## src/rtl/ramr_pkg.sv

```systemverilog
package ramr_pkg;

   localparam int unsigned MODE_WIDTH = 2;
   localparam int unsigned NUM_WIDTH  = 33;
   localparam int unsigned DEN_WIDTH  = 31;
   localparam int unsigned WORK_WIDTH = 64;
   localparam int unsigned STEP_WIDTH = 7;

   typedef enum logic [1:0] {
      MODE_MAKE = 2'd0,
      MODE_ADD  = 2'd1,
      MODE_MUL  = 2'd2,
      MODE_RSVD = 2'd3
   } mode_type;

   typedef enum logic [3:0] {
      ST_IDLE,
      ST_MUL1,
      ST_MUL2,
      ST_CHECK,
      ST_REM_START,
      ST_REM_WAIT,
      ST_REM_NEXT,
      ST_QN_START,
      ST_QN_WAIT,
      ST_QD_START,
      ST_QD_WAIT,
      ST_DONE
   } state_type;

   typedef struct packed {
      logic load;
      logic mul1;
      logic mul2;
      logic div_start;
      logic div_sel_rem;
      logic div_sel_qn;
      logic euclid_shift;
      logic take_qn;
      logic take_qd;
      logic set_zero;
      logic set_error;
      logic finish;
      logic out_take;
   } cmd_type;

   typedef struct packed {
      logic rd_zero;
      logic rn_zero;
      logic div_busy;
      logic rem_zero;
      logic out_full;
   } status_type;

endpackage

```

## src/rtl/ramr_ctrl.sv

```systemverilog
module ramr_ctrl (
   input  logic                   clock,
   input  logic                   reset,
   input  logic                   req_valid,
   output logic                   req_ready,
   input  ramr_pkg::status_type   status,
   output ramr_pkg::cmd_type      cmd
);
   ramr_pkg::state_type state_ff, state_in;

   always_comb begin
      state_in = state_ff;
      unique case (state_ff)
         ramr_pkg::ST_IDLE:      if (req_valid) state_in = ramr_pkg::ST_MUL1;
         ramr_pkg::ST_MUL1:      state_in = ramr_pkg::ST_MUL2;
         ramr_pkg::ST_MUL2:      state_in = ramr_pkg::ST_CHECK;
         ramr_pkg::ST_CHECK: begin
            if (status.rd_zero || status.rn_zero) begin
               if (!status.out_full) state_in = ramr_pkg::ST_IDLE;
            end else begin
               state_in = ramr_pkg::ST_REM_START;
            end
         end
         ramr_pkg::ST_REM_START: state_in = ramr_pkg::ST_REM_WAIT;
         ramr_pkg::ST_REM_WAIT:  if (!status.div_busy) state_in = ramr_pkg::ST_REM_NEXT;
         ramr_pkg::ST_REM_NEXT:  state_in = status.rem_zero ? ramr_pkg::ST_QN_START
                                                          : ramr_pkg::ST_REM_START;
         ramr_pkg::ST_QN_START:  state_in = ramr_pkg::ST_QN_WAIT;
         ramr_pkg::ST_QN_WAIT:   if (!status.div_busy) state_in = ramr_pkg::ST_QD_START;
         ramr_pkg::ST_QD_START:  state_in = ramr_pkg::ST_QD_WAIT;
         ramr_pkg::ST_QD_WAIT:   if (!status.div_busy) state_in = ramr_pkg::ST_DONE;
         ramr_pkg::ST_DONE:      if (!status.out_full) state_in = ramr_pkg::ST_IDLE;
         default:                state_in = ramr_pkg::ST_IDLE;
      endcase
   end

   always_comb begin
      cmd       = '0;
      req_ready = 1'b0;
      unique case (state_ff)
         ramr_pkg::ST_IDLE: begin
            req_ready = 1'b1;
            cmd.load  = req_valid;
         end
         ramr_pkg::ST_MUL1: cmd.mul1 = 1'b1;
         ramr_pkg::ST_MUL2: cmd.mul2 = 1'b1;
         ramr_pkg::ST_CHECK: begin
            cmd.set_zero = 1'b1;
            if (status.rd_zero) begin
               cmd.set_error = 1'b1;
               cmd.finish    = !status.out_full;
            end else if (status.rn_zero) begin
               cmd.out_take = 1'b1;
               cmd.finish   = !status.out_full;
            end
         end
         ramr_pkg::ST_REM_START: begin
            cmd.div_start   = 1'b1;
            cmd.div_sel_rem = 1'b1;
         end
         ramr_pkg::ST_REM_NEXT: cmd.euclid_shift = !status.rem_zero;
         ramr_pkg::ST_QN_START: begin
            cmd.div_start  = 1'b1;
            cmd.div_sel_qn = 1'b1;
         end
         ramr_pkg::ST_QN_WAIT:  cmd.take_qn = !status.div_busy;
         ramr_pkg::ST_QD_START: cmd.div_start = 1'b1;
         ramr_pkg::ST_QD_WAIT:  cmd.take_qd = !status.div_busy;
         ramr_pkg::ST_DONE:     cmd.finish = !status.out_full;
         default: ;
      endcase
   end

   always_ff @(posedge clock) begin
      if (reset) state_ff <= ramr_pkg::ST_IDLE;
      else state_ff <= state_in;
   end
endmodule

```

## config.mk

```make
export PLATFORM = sky130hd
export DESIGN_NAME = ramr_ctrl
export DESIGN_NICKNAME = d
export VERILOG_FILES = /design/src/rtl/ramr_pkg.sv /design/src/rtl/ramr_ctrl.sv
export SDC_FILE = /design/constraint.sdc
export NUM_CORES = 1
export LEC_CHECK = 0
export ABC_AREA = 1
export BUFFER_PORTS_ARGS = -buffer_cell sky130_fd_sc_hd__buf_2
export CAP_MARGIN = 20
export CORE_AREA = 8 8 45 47
export CTS_BUF_LIST = sky130_fd_sc_hd__clkbuf_8
export CTS_CLUSTER_SIZE = 10
export DETAILED_ROUTE_END_ITERATION = 7
export DIE_AREA = 0 0 53 55
export GPL_TIMING_DRIVEN = 0
export PLACE_DENSITY_LB_ADDON = 0.3
export SYNTH_ARGS = -nofsm -noshare
export SYNTH_HDL_FRONTEND = slang
export SYNTH_SLANG_ARGS = --single-unit
```

## constraint.sdc

```tcl
create_clock -name clock -period 1.6 [get_ports clock]
set_input_delay 0.08 -clock clock [delete_from_list [all_inputs] [get_ports clock]]
set_output_delay 0.08 -clock clock [all_outputs]
set_load 0.01 [all_outputs]
```

==> results, run 1 <==
- The number of global-route vias before repair was 492.
- The slack of the worst reg-to-reg path is 0.38 ns.
- The data arrival time of the critical path is 1.35 ns.
- The clock net sink count is 4.
- The all-layer global routing usage is 9.066%.
- The die covers 2915 sq um.
- The clock share of power is 48.3%.
- The worst hold path belongs to the class primary input to register.
- The routed design could run at a clock period as short as 1.430 ns.
- The global-route wire length before repair is 1973 um.
- The core region is 1384 sq um.
- Across the run, the number of max-cap violations was 0.
- The mean routed wirelength per cell is 10.44 um.
- The total of flip-flops plus latches after synthesis is 4.
- The post-route clock skew is 0.002174 ns.
- The source-to-sink clock delay at the later pin of the worst-skew pair is 0.22 ns.
- The leading register cell type out of synthesis is dfxtp_1.
- The final total negative setup slack is 0 ns.
- The synthesis-to-finish area growth is 39.35%.
- The post-DP HPWL is 1028 um.
- The switching fraction of total power is 30.70%.
- Of all nets on the critical path, the largest fanout is 6.
- The number of diodes is 0.
- The largest registers in the layout are state_ff: 4 flops.
- The library cell appearing most often on the critical path is inv_1.
- The floorplan step set the die height to 55 um.
- The cell area after technology mapping is 422.9 sq um.
- Once placement finished, the instance area stood at 548.0 sq um.
- Input and output buffers added on the ports amount to 21.
- The critical path in this run is classified as register to output port.
- The routed layout has 530 vias.
- Setup repair after global routing left no endpoint under its margin.
- Summed over all nets, the switching power comes to 0.1377 mW.
- The final hold violation count is 0.
- CTS built an H-tree with a depth of 1.
- The synthesized area per cell is 5.422 sq um.
- IR analysis of the VDD net gives a maximum drop of 0.4752 mV.
- Clock-pin slew was measured on the worst setup and hold paths at 0.03 ns.
- The final non-filler cell area is 589.3 sq um.
- The sequential element share of the synthesized area is 18.93%.
- The number of antenna-violating nets in the routed design is 0.
- Of the post-synthesis cell area, the dominant cell type holds 18.93%.
- Among cell families on the critical path, the largest total delay comes from flip-flops.
- Hold repair after CTS inserted 0 buffers.
- The cell count along the critical path is 7.
- The final count of pins violating max slew is 0.
- The worst hold path passes through 2 cells.
- The design draws 0.4486 mW.
- The cell count of the worst reg-to-reg path is 7.
- After global routing the overflow that remains totals 0.
- Ranked by total cell area, the synthesized netlist is headed by dfxtp_1 19%, nand2_1 18%, nor2_1 12%, inv_1 11%, nand3_1 5.9%.
- Timing would allow up to 0.6991 GHz.
- The count of buffer and inverter cells on the critical path is 4.
- The highest-utilization routing layer at the global route stage is met2.
- The sequential share of power is 26.4%.
- The Yosys warning count is 0.
- Counting distinct cell types in the post-synthesis netlist gives 16.
- The cell type contributing the most total cell area after synthesis is dfxtp_1.
- Counting every net in the synthesized netlist gives 86.
- The final setup violation count is 0.
- Data on the critical path is required at its endpoint by 1.52 ns.
- In the final layout, the share of cells above drive strength 1 is 35.29%.
- The critical path goes through inv_2, nor2_4, inv_1, nor2_1, inv_1, o211ai_1, buf_2.
- The final net count is 112.
- The width of the die is 53 um.
- After layout, the worst path uses 89.39% of the clock period.
- The number of buffers inserted to repair setup after CTS is 0.
- The effective utilization at floorplan is 30.56%.
- The number of buffers added by the clock tree synthesis step is 3.
- The via-per-instance ratio is 4.492.
- The worst setup path is launched from a register.
- The number of cells in the finished layout apart from fillers is 118.
- In this run the deepest clock path goes through 2 buffers.
- The overall routed net length is 1232 um.
- TritonCTS built the clock tree.
- The tree is rooted in a clkbuf_8.
- The met3 track utilization from global routing is 4.011%.
- Combinational logic is responsible for 25.3% of the overall power.
- Among all cell types in the netlist, the one instantiated most often is nand2_1.
- The iteration-0 DRC count of the detailed router is 9.
- The total internal power is 0.3109 mW.
- Entering global routing, the biggest net connects 8 pins.
- In this run the core area contains 14 standard-cell rows.
- The worst setup path is captured at an output port.
- In this run the count of I/O pins placed on the die edge is 22.
- The met2 track utilization from global routing is 15.04%.
- Global routing consumed, on the met1 layer, 9.408% of the routing resources.
- For the pin with the worst max-slew slack, the measured transition is 0.2601 ns.
- For this run, asynchronously set or reset flops after synthesis account for 0%.
- The count of flip-flops with a built-in enable after synthesis is 0.
- Headroom to the max-slew limit came out at 82.64%.
- The fill cell total of the finished layout is 165.
- The first detailed-routing pass ran for 4 iterations.
- The final weighted congestion in routability-driven placement is 0.8565.
- The slowest cell on the critical path is dfxtp_1.
- The post-cts repair resize count is 0.
- The number of antenna violations at the first check in global routing is 0.
- The largest stage delay on the critical path is 0.40 ns.
- state_ff holds more flip-flops than any other register.
- For this design the ratio of total power to cell area is 761.2 nW/um^2.
- The static power due to leakage is 0.3330 nW.
- The DRC violation count after routing is 0.
- The number of placed cells counting well taps is 115.
- The register with the most flip-flops in the layout has 4 of them.
- The flow ran to the end, and the final reports show no timing, DRC or antenna violations.
- The commonest cells after synthesis are 20 x nand2_1, 13 x nor2_1, 12 x inv_1, 5 x nand3_1.
- Counting every instance in the synthesized netlist gives 78.
layout make-up:
| type | count | area (sq um) | share of cell area, % |
|---|---|---|---|
| multi-input combinational | 58 | 282.8 | 47.98 |
| tap | 16 | 20.02 | 3.397 |
| sequential | 4 | 80.08 | 13.59 |
| clock buffer | 3 | 41.29 | 7.006 |
| timing repair buffer | 21 | 105.1 | 17.83 |
| inverter | 16 | 60.06 | 10.19 |
path summary, 6_finish.rpt:
kind | startpoint | endpoint
hold / removal | reset | state_ff[1]
setup / recovery | state_ff[2] | cmd[9]
setup reg to reg | state_ff[3] | state_ff[1]
hold reg to reg | state_ff[1] | state_ff[1]
cells in the final DEF (no fill, tap or decap):
master	n
nor2_1	13
o211ai_1	1
o21ai_0	2
a21boi_2	1
a21oi_2	2
nand3_1	5
a21oi_1	4
inv_1	12
nor4_1	1
clkbuf_8	3
dfxtp_1	4
buf_2	21
nor2_2	1
nor3_1	4
inv_2	4
nand2_1	20
nor2_4	2
nand2_2	2
through the flow:
stage | util [%] | hold WS (ns) | setup slack (ns)
5_1_grt | 42.59 | 0.09580 | 0.05826
6_report | 42.59 | 0.07989 | 0.1697
3_5_place_dp | 39.60 | 0.3099 | 0.3699
3_3_place_gp | 39.60 | 0.3144 | 0.3826
2_1_floorplan | - | 0.1424 | 0.4811
4_1_cts | 42.59 | 0.07802 | 0.1509
layer usage:
layer	vias to the layer above	wire, um
met4	0	19
met3	2	134
met1	221	507
met5	-	0
li1	289	-
met2	18	571
logic make-up (layout without fill, tap and decap cells):
kind of cell / after synthesis / count (layout) / share of synthesized area [%]
flops: 4 / 4 / 18.94
buf+inv: 16 / 40 / 14.20
compound gates: 10 / 10 / 15.68
simple gates: 48 / 48 / 51.18
power by group through the flow:
stage	sequential, mW	combinational (mW)	clock (mW)
global placement	0.120	0.114	0
detailed placement	0.120	0.115	0
CTS	0.118	0.115	0.224
finish	0.118	0.114	0.217
global route	0.120	0.132	0.226
floorplan	0.118	0.0747	0
No activity file was read; power rests on OpenSTA's default activity.
==> inputs of run 2 (changes only) <==
- CORE_AREA: 8 8 45 47 -> unset
- CORE_MARGIN: unset -> 8
- CORE_UTILIZATION: unset -> 29
- DIE_AREA: 0 0 53 55 -> unset
- clock period: 1.6 -> 1.8 ns (I/O delays scaled with it)
==> results, run 2 (synthesis results as in run 1) <==
- The source-to-sink clock delay at the later pin of the worst-skew pair is 0.21 ns (about the same).
- The class of the tightest hold or removal check is primary input to register.
- The worst setup path is launched from a register.
- The number of antenna-violating nets in the routed design was 0 (unchanged).
- The I/O pin count is 22 (unchanged).
- The slew at the pin closest to its max-slew limit is 0.2738 ns (+0.01377 ns).
- The final net count came to 112 (unchanged).
- The required time of the critical path is 1.71 ns (+0.19 ns).
- The library cell appearing most often on the critical path is inv_1.
- The switching fraction of total power came to 29.73% (-0.96 points).
- After layout, the minimum clock period comes to 1.419 ns.
- The normalized max-slew margin is 81.72% (-0.92 points).
- The via count was 536 (+1.1%).
- The largest stage delay on the critical path was 0.39 ns (about the same).
- The final setup violation count is 0 (unchanged).
- The count of standard-cell rows is 13 (-1).
- The post-detailed-placement cell area is 546.8 sq um (-0.23%).
- The number of buffers inserted to repair setup after CTS is 0 (unchanged).
- The pin count of the biggest net entering global routing is 8 (unchanged).
- The number of stages on the worst hold path came to 2 (unchanged).
- The final total negative setup slack was 0 ns (unchanged).
- The final weighted congestion in routability-driven placement is 0.8412 (-1.8%).
- The cell count of the worst reg-to-reg path is 7 (unchanged).
- The fill cell total of the finished layout is 158 (-4.2%).
- STA classifies the critical path endpoint as an output port.
- The iteration-0 DRC count of the detailed router is 10 (+1).
- In the final layout, the registers with the most flip-flops are state_ff: 4 flops.
- The overflow left after global routing is 0 (unchanged).
- The length of the first detailed-routing pass in iterations is 5 (+1).
- The number of global-route vias before repair is 452 (-8.1%).
- The clock tree from TritonCTS is yes.
- The number of buffers added to fix hold violations after cts is 0 (unchanged).
- The area taken by multi-input logic gates is 282.8 sq um (unchanged).
- The library cell used most frequently in the layout, excluding fill and tap cells, is buf_2.
- The worst register-to-register path ends at state_ff[1].
- The top fanout value on the critical path is 6 (unchanged).
- Setup repair after global routing left no endpoint under its margin.
- The total internal power came to 0.2759 mW (-11%).
- The number of buffers added by the clock tree synthesis step is 3 (unchanged).
- The final hold violation count is 0 (unchanged).
- The final count of pins violating max slew is 0 (unchanged).
- The clock transition at the register clock pins on the worst setup and hold paths after CTS is 0.03 ns (about the same).
- The overall die area was 2936 sq um (+0.72%).
- The run finished with clean final reports.
- The core outline area is 1334 sq um (-3.6%).
- The global-route wire length before repair is 1794 um (-9.1%).
- The maximum clock frequency is 0.7047 GHz.
- Traced cell by cell, the critical path runs through inv_2, nor2_4, inv_1, nor2_1, inv_1, o211ai_1, buf_2.
- The number of antenna violations at the first check in global routing is 0 (unchanged).
- The data arrival time of the critical path is 1.33 ns (-0.02 ns).
- The mean routed wirelength per cell is 10.28 um (-1.5%).
- The number of cells in the finished layout apart from fillers is 117 (-0.85%).
- The root buffer cell chosen for the clock tree is clkbuf_8.
- From synthesis to final layout, the design area changed by 39.05%.
- The worst setup path category is register to output port.
- The number of flip-flops under the largest register name was 4 (unchanged).
- The effective utilization at floorplan came to 31.71% (+1.1 points).
- The fraction of final layout cells with drive strength greater than 1 is 35.29% (unchanged).
- The share of power burned in combinational logic came to 25.5% (+0.2 points).
- The post-route clock skew is 0.003039 ns (+0.0008652 ns).
- The post-cts repair resize count is 0 (unchanged).
- The slack of the worst reg-to-reg path is 0.59 ns (+0.21 ns).
- The chip height was 54.19 um (-1.5%).
- The overall routed net length is 1203 um (-2.4%).
- The width of the die came to 54.19 um (+2.2%).
- The number of max-cap violations is 0 (unchanged).
- The DRC violation count after routing was 0 (unchanged).
- The number of levels in the clock H-tree is 1 (unchanged).
- The worst register-to-register path begins at state_ff[3].
- The clock net sink count came to 4 (unchanged).
- The sequential share of power came to 26.9% (+0.5 points).
- The slowest cell on the critical path is dfxtp_1.
- The maximum VDD drop is 0.4682 mV (-1.5%).
- The static power due to leakage was 0.3330 nW (unchanged).
- The clock share of power is 47.6% (-0.7 points).
- The number of port buffers is 21 (unchanged).
- The final non-filler cell area is 588.1 sq um (-0.21%).
- In the layout the commonest cells are 21 x buf_2, 20 x nand2_1, 13 x nor2_1.
- The switching power is 0.1167 mW (-15%).
- The number of diodes was 0 (unchanged).
- The number of placed cells counting well taps came to 114 (-0.87%).
- The areal power density over the cells came to 667.7 nW/um^2 (-12%).
- The register area is 80.08 sq um (unchanged).
- The path with the worst hold slack has its endpoint at state_ff[1].
- The post-DP HPWL was 1030 um (+0.17%).
- The via-per-instance ratio is 4.581 (+2.0%).
- The all-layer global routing usage came to 7.948% (-1.1 points).
- The register with the highest flop count is state_ff.
- The worst hold path begins at reset.
- The final critical-path share of the clock period is 78.84%.
- The number of buffers on the longest clock path was 2 (unchanged).
-- run 2: layout make-up --
type	count	area share (%)
multi-input cells	58	48.09
inverters	16	10.21
clock buffers	3	7.021
repair buffers	21	17.87
well taps	15	3.191
flip-flops and latches	4	13.62
-- run 2: how the worst max path moves through the flow --
| stage | startpoint | end | slack (ns) |
|---|---|---|---|
| detailed placement | state_ff[3] | state_ff[1] | 0.60 |
| CTS | state_ff[2] | cmd[9] | 0.38 |
| global route | state_ff[2] | cmd[9] | 0.24 |
| global placement | state_ff[3] | state_ff[1] | 0.59 |
| finish | state_ff[2] | cmd[9] | 0.38 |
| floorplan | state_ff[2] | cmd[9] | 0.67 |
-- run 2: power by group through the flow --
stage | registers [mW] | clock network, mW | logic, mW
after floorplan | 0.105 | 0 | 0.0664
after global placement | 0.107 | 0 | 0.101
after detailed placement | 0.107 | 0 | 0.101
after CTS | 0.105 | 0.188 | 0.102
after global routing | 0.106 | 0.198 | 0.113
final | 0.106 | 0.187 | 0.100
-- run 2: worst max-delay path: cells and delay by family, from the launching register on --
family | cells | cell delay, ns
buffers and inverters | 4 | 0.38
AND/OR/NAND/NOR | 2 | 0.26
AO/OA/AOI/OAI | 1 | 0.08
flip-flops | 1 | 0.39
-- run 2: routing by layer --
metal  vias up  global-route usage [%]  wire [um]
met5         -                       0          0
met4         0                   3.689          4
li1        293                       -          -
met2        19                   12.21        522
met1       222                   10.12        594
met3         2                   1.928         81
-- run 2: through the flow --
stage                     util (%)  worst slack, ns  power, mW  hold WS (ns)
final                        44.09           0.3809     0.3927       0.09477
after global routing         44.09           0.2448     0.4175       0.09728
after CTS                    44.09           0.3825     0.3949       0.09484
after global placement       40.99           0.5916     0.2074        0.3121
after floorplan                  -           0.6711     0.1709        0.1524
after detailed placement     40.99           0.6033     0.2077        0.3095
